## src/hw/rtl/mecf_pkg.sv

```systemverilog
// shared types and constants of the mesh edge companion finder
`default_nettype none

package mecf_pkg;

   // fixed widths of the item fields
   localparam int CMD_BITS   = 2;
   localparam int POINT_BITS_FIELD = 16;
   localparam int EDGE_FIELD_BITS  = 10;

   // command codes
   localparam logic [CMD_BITS-1:0] CMD_CLEAR = 2'd0;
   localparam logic [CMD_BITS-1:0] CMD_LOAD  = 2'd1;
   localparam logic [CMD_BITS-1:0] CMD_QUERY = 2'd2;

   // sequencer states
   typedef enum logic [2:0] {
      ST_IDLE,
      ST_CHECK_Q,
      ST_LOAD_QEND,
      ST_SCAN_A,
      ST_SCAN_B,
      ST_FINISH
   } state_type;

   // source of the shared store read address
   typedef enum logic [1:0] {
      ADDR_REQ,
      ADDR_LINK,
      ADDR_SCAN
   } addr_sel_type;

   // sequencer to datapath
   typedef struct packed {
      logic         busy;
      addr_sel_type addr_sel;
      logic         cap_q;
      logic         cap_qend;
      logic         cap_cand;
      logic         scan_init;
      logic         scan_step;
      logic         compare;
      logic         emit_err_req;
      logic         emit_err_held;
      logic         emit_result;
   } ctrl_type;

   // datapath to sequencer
   typedef struct packed {
      logic req_query;
      logic q_in_range;
      logic link_ok;
      logic scan_last;
   } status_type;

endpackage

`default_nettype wire

```

## src/hw/rtl/mecf_seq.sv

```systemverilog
// sequencer of the companion search
`default_nettype none

module mecf_seq
   import mecf_pkg::*;
(
   input  wire logic       clock,
   input  wire logic       reset,
   input  wire status_type status,
   output ctrl_type        ctrl
);

   state_type state_ff;
   state_type state_in;

   // state register
   always_ff @(posedge clock) begin
      if (reset) begin
         state_ff <= ST_IDLE;
      end else begin
         state_ff <= state_in;
      end
   end

   // next state
   always_comb begin
      state_in = state_ff;
      unique case (state_ff)
         ST_IDLE: begin
            if (status.req_query && status.q_in_range) begin
               state_in = ST_CHECK_Q;
            end
         end
         ST_CHECK_Q: begin
            if (status.link_ok) begin
               state_in = ST_LOAD_QEND;
            end else begin
               state_in = ST_IDLE;
            end
         end
         ST_LOAD_QEND: state_in = ST_SCAN_B;
         ST_SCAN_B: begin
            if (status.scan_last) begin
               state_in = ST_FINISH;
            end else begin
               state_in = ST_SCAN_A;
            end
         end
         ST_SCAN_A:  state_in = ST_SCAN_B;
         ST_FINISH:  state_in = ST_IDLE;
         default:    state_in = ST_IDLE;
      endcase
   end

   // control outputs
   always_comb begin
      ctrl = '0;
      ctrl.busy     = 1'b1;
      ctrl.addr_sel = ADDR_SCAN;
      unique case (state_ff)
         ST_IDLE: begin
            ctrl.busy         = 1'b0;
            ctrl.addr_sel     = ADDR_REQ;
            ctrl.emit_err_req = status.req_query && !status.q_in_range;
         end
         ST_CHECK_Q: begin
            // q start and q next arrive, fetch the start of q next
            ctrl.addr_sel      = ADDR_LINK;
            ctrl.cap_q         = 1'b1;
            ctrl.scan_init     = 1'b1;
            ctrl.emit_err_held = !status.link_ok;
         end
         ST_LOAD_QEND: begin
            ctrl.addr_sel = ADDR_SCAN;
            ctrl.cap_qend = 1'b1;
         end
         ST_SCAN_B: begin
            // candidate start and next arrive, fetch the candidate end
            ctrl.addr_sel  = ADDR_LINK;
            ctrl.cap_cand  = 1'b1;
            ctrl.scan_step = !status.scan_last;
         end
         ST_SCAN_A: begin
            ctrl.addr_sel = ADDR_SCAN;
            ctrl.compare  = 1'b1;
         end
         ST_FINISH: begin
            ctrl.compare     = 1'b1;
            ctrl.emit_result = 1'b1;
         end
         default: begin
            ctrl.busy = 1'b1;
         end
      endcase
   end

endmodule

`default_nettype wire

```

## config.mk

```make
export PLATFORM = sky130hd
export DESIGN_NAME = mecf_seq
export DESIGN_NICKNAME = d
export VERILOG_FILES = /design/src/hw/rtl/mecf_pkg.sv /design/src/hw/rtl/mecf_seq.sv
export SDC_FILE = /design/constraint.sdc
export NUM_CORES = 1
export LEC_CHECK = 0
export ABC_AREA = 1
export BUFFER_PORTS_ARGS = -buffer_cell sky130_fd_sc_hd__buf_2
export CAP_MARGIN = 20
export CORE_AREA = 2 2 39 41
export CTS_CLUSTER_SIZE = 40
export DETAILED_ROUTE_END_ITERATION = 10
export DIE_AREA = 0 0 41 43
export HOLD_SLACK_MARGIN = 0.06
export PLACE_DENSITY_LB_ADDON = 0.15
export SETUP_SLACK_MARGIN = 0.5
export SLEW_MARGIN = 0
export SYNTH_ARGS = -nofsm -noshare
export SYNTH_HDL_FRONTEND = slang
export SYNTH_SLANG_ARGS = --single-unit
export TNS_END_PERCENT = 30
```

## constraint.sdc

```tcl
create_clock -name clock -period 1.93 [get_ports clock]
set_input_delay 0.386 -clock clock [delete_from_list [all_inputs] [get_ports clock]]
set_output_delay 0.386 -clock clock [all_outputs]
set_load 0.01 [all_outputs]
```

; ---- Word-level counts from Yosys, hierarchy flattened
; Index checks and enable logic that the tools add are counted.
; W data, S select, Z words.
[classes]
n_eq_ne = 6
muxes = 14
n_reduce_logical = 9
[op_table]
columns = op, n
row1 = $pmux W3 S4, 1
row2 = $mux W1, 9
row3 = $eq A3 B2 Y1 const B, 2
row4 = $eq A3 B3 Y1 const B, 2
row5 = $mux W3, 2
row6 = $reduce_or A2 Y1, 3
row7 = $pmux W2 S2, 1
row8 = $eq A3 B1 Y1 const B, 1
row9 = $logic_not A1 Y1, 3
row10 = $logic_not A3 Y1, 1
row11 = $logic_and A1 B1 Y1, 2
row12 = $mux W2, 1
row13 = $ne A2 B2 Y1 const B, 1
[word_totals]
ff_bits = 3
inputBits = 6
output_inout_bits = 12
elab_cells = 30

; ---- Longest topological paths before layout
; Gate-level depths: netlist of run 1.
[depth]
depth_word = 3
mapped_depth = 4
depth_no_buf = 3

; ---- Least setup slack after synthesis of run 1
; Ideal clock, no wire load.
[synth_path]
path_type = flip-flop to output port
from = register state_ff[0]
to = output ctrl[2] (netlist bit)
t_arrival_ps = 833
required_ps = 1544
slack_ps = 711
stages_incl_launch_ff = 4
n_path_buf = 0
path_cell_list = dfxtp_1 nor2_4 nand2_2 nor3b_2
[synth_lines]
columns = item, line_no
row1 = start: declaration, mecf_seq.sv:13  ; state_type state_ff;
row2 = start signal: assignment, mecf_seq.sv:21  ; state_ff <= state_in;
row3 = end: declaration, mecf_seq.sv:10  ; output ctrl_type ctrl

==> results of run 1 <==
layer usage:
| metal | wire length [µm] | vias up | track usage |
|---|---|---|---|
| met5 | 0 | - | 0 |
| met4 | 14 | 0 | 0.1000 |
| met3 | 42 | 2 | 0.01571 |
| li1 | - | 150 | - |
| met2 | 306 | 11 | 0.1188 |
| met1 | 275 | 129 | 0.08974 |
worst max path at each step:
stage	slack [ns]	cells after the start	end
6_report	0.46	4	ctrl[2]
5_1_grt	0.37	4	ctrl[2]
4_1_cts	0.45	4	ctrl[2]
3_5_place_dp	0.63	4	ctrl[2]
3_3_place_gp	0.62	4	ctrl[2]
2_1_floorplan	0.71	3	ctrl[2]
power breakdown:
group	switching, mW	internal [mW]	leakage [nW]
Clock	0.0331	0.0775	0.0150
Combinational	0.0251	0.0232	0.203
Sequential	0.00318	0.0628	0.0264
Total	0.0614	0.164	0.244
stage by stage:
stage / setup WS (ns) / util / cells / total power [mW]
6_report: 0.4564 / 0.3020 / 73 / 0.2249
2_1_floorplan: 0.7112 / - / 32 / 0.09109
3_3_place_gp: 0.6237 / 0.2306 / 64 / 0.1086
5_1_grt: 0.3730 / 0.3020 / 73 / 0.2391
4_1_cts: 0.4480 / 0.2649 / 69 / 0.2287
3_5_place_dp: 0.6314 / 0.2306 / 64 / 0.1079
logic make-up after synthesis:
group	count (synthesis)	synth area share
DFF	3	0.2712
and+or+nand+nor	15	0.3899
AOI/OAI and AO/OA	5	0.1695
buffers and inverters	9	0.1695
cell usage after synthesis, drive strengths merged:
cell | instances | area share
nand4 | 1 | 0.028
buf | 1 | 0.034
inv | 8 | 0.14
nor2 | 4 | 0.10
nand2 | 6 | 0.11
a21oi | 2 | 0.062
nand3 | 3 | 0.090
dfxtp | 3 | 0.27
o21ai | 1 | 0.023
a211oi | 1 | 0.056
o22ai | 1 | 0.028
nor3b | 1 | 0.056
layout by cell type, fill, tap and decap left out:
master,netlist,routed
sky130_fd_sc_hd__clkbuf_4,0,3
sky130_fd_sc_hd__nand3_2,1,2
sky130_fd_sc_hd__nand3_1,2,1
sky130_fd_sc_hd__buf_4,1,5
sky130_fd_sc_hd__nand2_1,5,4
sky130_fd_sc_hd__nor3b_2,1,1
sky130_fd_sc_hd__nand4_1,1,1
sky130_fd_sc_hd__buf_2,0,17
sky130_fd_sc_hd__nor2_4,1,1
sky130_fd_sc_hd__dfxtp_2,0,1
sky130_fd_sc_hd__nand2_4,0,1
sky130_fd_sc_hd__clkbuf_1,0,1
sky130_fd_sc_hd__inv_1,7,6
sky130_fd_sc_hd__o21ai_0,1,1
sky130_fd_sc_hd__a211oi_2,1,1
sky130_fd_sc_hd__inv_2,1,1
sky130_fd_sc_hd__a21oi_1,1,1
sky130_fd_sc_hd__inv_8,0,1
sky130_fd_sc_hd__o22ai_2,0,1
sky130_fd_sc_hd__nand2_2,1,1
sky130_fd_sc_hd__a21oi_2,1,1
sky130_fd_sc_hd__nor2_1,3,3
sky130_fd_sc_hd__dfxtp_4,0,2
final cells by class:
type | count | area, µm² | share of cell area
well taps | 16 | 20.02 | 0.04790
multi-input cells | 20 | 142.6 | 0.3413
repair buffers | 22 | 122.6 | 0.2934
inverters | 8 | 37.54 | 0.08982
clock buffers | 4 | 26.28 | 0.06287
flip-flops and latches | 3 | 68.82 | 0.1647
timing repair:
action / 4_1_cts / 5_1_grt
resized for setup: 6 / 7
cloned: 0 / 0
pin swaps: 1 / 3
buffers inserted: 1 / 4
endpoints found under the hold margin: 0 / 0
setup endpoints to repair: 10 / 9
==> flow_summary.yaml, run 1 <==
worst_setup_path:
  critical_path.endpoint_type: "output port"
  critical_path_peak_fanout: 4
  rrSetupSlack_ns: 1.03
  worst_r2r_startpoint: "state_ff[0]$_SDFFE_PP0P_"
  cpLargestDelayFamily: "simple AND/OR/NAND/NOR gates"
  buffering_stage_count_on_the_worst_path_with_inverters_included: 1
  worst_setup_path_start_kind: "register"
  worst_reg2reg_path_depth: 4
  crit_start: "state_ff[0]$_SDFFE_PP0P_"
  critPathRequiredTime_ns: 1.54
  cpPeakStageDelay_ns: 0.35
  cell_by_cell_trace_of_the_critical_path: "nor2_4 > nand2_2 > nor3b_2 > buf_2"
  timing.critical_path.arrival_ns: 1.09
  criticalPathCategory: "reg2out"
  critical-path-slowest-cell: "sky130_fd_sc_hd__dfxtp_4"
  crit-reg2reg-capture: "state_ff[0]$_SDFFE_PP0P_"
sta:
  setup_violation_total_in_the_final_timing_report: 0
  drv_slew: 0
  finalHoldViolations: 0
  max_clock_freq_mhz: 678.6
  holdWs_ns: 0.3604
  grt_setup_unrepaired: "true"
  final.setup_skew_ns: 0.0008831
  worst_slew_pin_slew_ns: 0.1602
  timing.slew.headroom: 0.8930
  fraction_of_the_cycle_the_final_worst_path_needs: 0.7635
  fin_setup_tns_ns: 0
  min_period_ns: 1.474
synthesis:
  register_area_share_after_synthesis: 0.2712
  post_synth_inst_count: 32
  synth_register_bits: 3
  post_synth.cell_area_avg_um2: 6.921
  synthesis.nets: 38
  distinct_cell_type_count_of_the_synthesized_netlist: 17
  yosysWarningCount: 0
  synth.cell_area_um2: 221.5
floorplanning:
  initial_core_util: 0.1600
  die_area_um2: 1763
  boundaryPins: 18
  core.rowCount: 14
  die_h_um: 43
  die_width_um: 41
  core_area_um2: 1384
drt:
  drt_drc_violations_left: 0
  detailedRoute.firstIterationViolations: 1
  vias_per_cell: 4.000
  postRouteAntennaNets: 0
  routed_wire_length_per_instance_um: 8.740
  drt_pass1_iterations: 2
  drt_wl_total_um: 638
  routed-via-count: 292
place:
  weighted_congestion_reported_at_the_end_of_routability_driven_placement: 0.6735
  dp_wirelength_um: 476.5
  dpl-instance-area_um2: 319.1
  port_buffers: 17
min_path:
  min_path_type: "in2reg"
  min_delay_worst_endpoint: "state_ff[1]$_SDFFE_PP0P_"
  worstHoldStart: "reset"
  hold_path_depth: 2
cells_and_area:
  final_design_area_no_fill_um2: 417.9
  area_growth_pct: 88.70
  num-nets-final: 64
  reg_top3: "state_ff: 3 flops"
  largest_register_ffs: 3
  registers.top_by_ff_count: "state_ff"
  drive_gt1_frac: 0.6842
  nFillCells: 163
  diodes: 0
power:
  power.density_nw_per_um2: 538.2
  total_leakage_power_nw: 0.2443
  ir_drop_mv: 0.2452
clock_tree:
  ctsHoldBuffers: 0
  cts.sinks: 3
  cts_htree_levels: 1
  clk_pin_slew_worst_paths_ns: 0.04
  cts.root.buffer_cell: "sky130_fd_sc_hd__clkbuf_4"
  cts_made_buffers: 3
  tritoncts_clock_tree: "built"
  clk_path_buf_depth: 2
  clk-insertion-delay-late_ns: 0.23
global_routing:
  gr-total-overflow: 0
  grt_antenna_before_repair: 0
  via_count_of_the_first_global_routing_pass: 261
  gr-usage-all-layers: 0.08425
  grt_start_max_net_pins: 9
  grt_pass1_wl_um: 931
run_status:
  status: "completed"
flow_run:
  timing.max_cap.violations: 0
(Power assumes the default switching activity.)
==> run 2: changes to the inputs <==
Settings changed: ABC_AREA 1 to 0.
Clock period 1.93 ns to 1.26 ns, I/O delays scaled along.
==> run 2 against run 1 <==
The flow now finishes with violations (negative setup slack). Clock-buffer cell count unchanged. Hold slack got worse by 0.14 ns. Clock power rose by 53%. Highest routed layer is now met3.
==> flow_summary.yaml, run 2 <==
synthesis:
  post_synth.cell_area_avg_um2: 9.339
  synth_largest_type_area_fraction: 0.2297
  register_area_share_after_synthesis: 0.2297
  synthesis.nets: 34
  netlist.top_cell.by_area: "sky130_fd_sc_hd__dfxtp_1"
  synth-edff-count: 0
  biggest_area_contributors_in_the_synthesized_netlist: "sky130_fd_sc_hd__dfxtp_1 (23%), sky130_fd_sc_hd__nor3b_1 (11%), sky130_fd_sc_hd__buf_6 (8.6%)"
  yosys_most_used_dff: "sky130_fd_sc_hd__dfxtp_1"
  synth.cell_area_um2: 261.5
  yosysWarningCount: 0
  post_synth_inst_count: 28
  synth_register_bits: 3
  postSynth.asyncResetShare: 0
  distinct_cell_type_count_of_the_synthesized_netlist: 21
  top_cells_by_count_synth: "sky130_fd_sc_hd__nor3b_1 (4), sky130_fd_sc_hd__dfxtp_1 (3), sky130_fd_sc_hd__buf_6 (2), sky130_fd_sc_hd__nor2b_1 (2)"
  synth_most_common_cell: "sky130_fd_sc_hd__nor3b_1"
floorplanning:
  initial_core_util: 0.1890
  boundaryPins: 18
  die_h_um: 43
  core.rowCount: 14
  core_area_um2: 1384
  die_width_um: 41
  die_area_um2: 1763
cells_and_area:
  mostFrequentLayoutCells: "sky130_fd_sc_hd__buf_2 (15), sky130_fd_sc_hd__buf_4 (8), sky130_fd_sc_hd__clkbuf_4 (3), sky130_fd_sc_hd__buf_6 (3)"
  final_cells: 70
  final_design_area_no_fill_um2: 481.7
  diodes: 0
  reg_top3: "state_ff: 3 flops"
  largest_register_ffs: 3
  drive_gt1_frac: 0.8148
  mostFrequentLayoutCell: "sky130_fd_sc_hd__buf_2"
  num-nets-final: 61
  registers.top_by_ff_count: "state_ff"
  area_growth_pct: 84.21
worst_setup_path:
  criticalPathCategory: "reg2out"
  worst_reg2reg_path_depth: 3
  critical_path.endpoint_type: "output port"
  worst_setup_path_start_kind: "register"
  critical_path_peak_fanout: 7
  timing.critical_path.arrival_ns: 1.24
  critPathRequiredTime_ns: 1.01
sta:
  max_clock_freq_mhz: 669.7
  drv_slew: 0
  fraction_of_the_cycle_the_final_worst_path_needs: 1.185
  worst_slew_pin_slew_ns: 0.1949
  fin_setup_tns_ns: -1.563
  post-route-worst-setup-slack_ns: -0.2331
  final.setup_skew_ns: 0.004576
  timing.slew.headroom: 0.8689
  holdWs_ns: 0.2223
  finalHoldViolations: 0
  grt_setup_unrepaired: "true"
  setup_violation_total_in_the_final_timing_report: 12
  min_period_ns: 1.493
place:
  dp_wirelength_um: 554.4
  placed_cells: 65
  weighted_congestion_reported_at_the_end_of_routability_driven_placement: 0.6543
  dpl-instance-area_um2: 410.4
  pre_cts_slack_ns: -0.02452
  port_buffers: 17
global_routing:
  gr-usage-all-layers: 0.09529
  gr-total-overflow: 0
  grt_pass1_wl_um: 1055
  grt_start_max_net_pins: 10
  via_count_of_the_first_global_routing_pass: 278
  grt_antenna_before_repair: 0
drt:
  routed_wire_length_per_instance_um: 10.53
  postRouteAntennaNets: 0
  vias_per_cell: 4.243
  drt_pass1_iterations: 3
  drt_drc_violations_left: 0
  drt_wl_total_um: 737
  detailedRoute.firstIterationViolations: 2
  routed-via-count: 297
run_status:
  status: "finished, violations left"
  failed_checks: "negative setup slack"
clock_tree:
  cts_made_buffers: 3
  cts.sinks: 3
  tritoncts_clock_tree: "built"
  clk-insertion-delay-late_ns: 0.23
  cts.root.buffer_cell: "sky130_fd_sc_hd__clkbuf_4"
  clk_path_buf_depth: 2
  cts_htree_levels: 1
  clk_pin_slew_worst_paths_ns: 0.04
power:
  total_leakage_power_nw: 0.2580
  ir_drop_mv: 0.2496
  seqPwrFrac: 0.287
  cellInternalPower_mw: 0.2595
  switching_share: 0.2582
  clock_power_frac: 0.486
  power_switching_mw: 0.09034
  power_frac_comb: 0.227
  power.density_nw_per_um2: 726.3
min_path:
  hold_path_depth: 2
  min_path_type: "in2reg"
flow_run:
  timing.max_cap.violations: 0
[run 2: changes by cell type in the layout (fill, tap and decap cells not counted), sizes merged, moves of 2 or more]
cell,change
inv,-7
nand2,-6
buf,+4
nor3b,+4
nand3,-3
nor2,-3
nor2b,+2
[run 2: timing repair]
action,in CTS,in global routing
resized for setup,8,3
setup endpoints to repair,15,15
setup buffers,1,0
endpoints found under the hold margin,0,0
hold buffers,0,0
pin swaps,6,1
[run 2: power groups by stage]
stage               clock network (mW)  logic, mW  registers (mW)
finish                           0.170     0.0794           0.100
CTS                              0.181     0.0787          0.0998
detailed placement                   0     0.0732           0.103
global route                     0.187     0.0874           0.101
global placement                     0     0.0720           0.103
floorplan                            0     0.0439           0.101
[run 2: final cells by class]
| class | count | area, µm² |
|---|---|---|
| sequential | 3 | 66.31 |
| clock buffer | 4 | 26.28 |
| multi-input combinational | 20 | 196.4 |
| fill | 161 | 902.1 |
| inverter | 1 | 3.754 |
| tap | 16 | 20.02 |
| timing repair buffer | 26 | 168.9 |
[run 2: worst paths after layout]
check,startpoint,end,slack (ns)
worst min register to register,state_ff[0]$_SDFFE_PP0P_,state_ff[0]$_SDFFE_PP0P_,0.56
worst min-delay path,reset,state_ff[1]$_SDFFE_PP0P_,0.22
worst max-delay path,state_ff[2]$_SDFFE_PP0P_,ctrl[2],-0.23
worst max register to register,state_ff[2]$_SDFFE_PP0P_,state_ff[1]$_SDFFE_PP0P_,0.14
[run 2: stage by stage]
stage / util / power [mW]
floorplan: - / 0.1452
detailed placement: 0.2966 / 0.1761
CTS: 0.3409 / 0.3595
global placement: 0.2966 / 0.1747
finish: 0.3481 / 0.3499
global route: 0.3481 / 0.3755
[run 2: cells by family after synthesis]
group / count (synthesis) / synth area share
simple gates: 14 / 0.4211
buf+inv: 5 / 0.1483
compound gates: 4 / 0.1340
flops: 3 / 0.2297
xor+xnor: 2 / 0.06700
[run 2: metal layers]
metal  routed length (µm)  track usage
met1                  271       0.1026
met4                    0      0.08000
met5                    0            0
met2                  425       0.1406
met3                   40      0.03141
[run 2: worst max-delay path: stages, from the launching register on]
cell,delay (ns)
sky130_fd_sc_hd__dfxtp_4,0.36
sky130_fd_sc_hd__or3_4,0.34
sky130_fd_sc_hd__nor3b_4,0.16
sky130_fd_sc_hd__buf_2,0.14
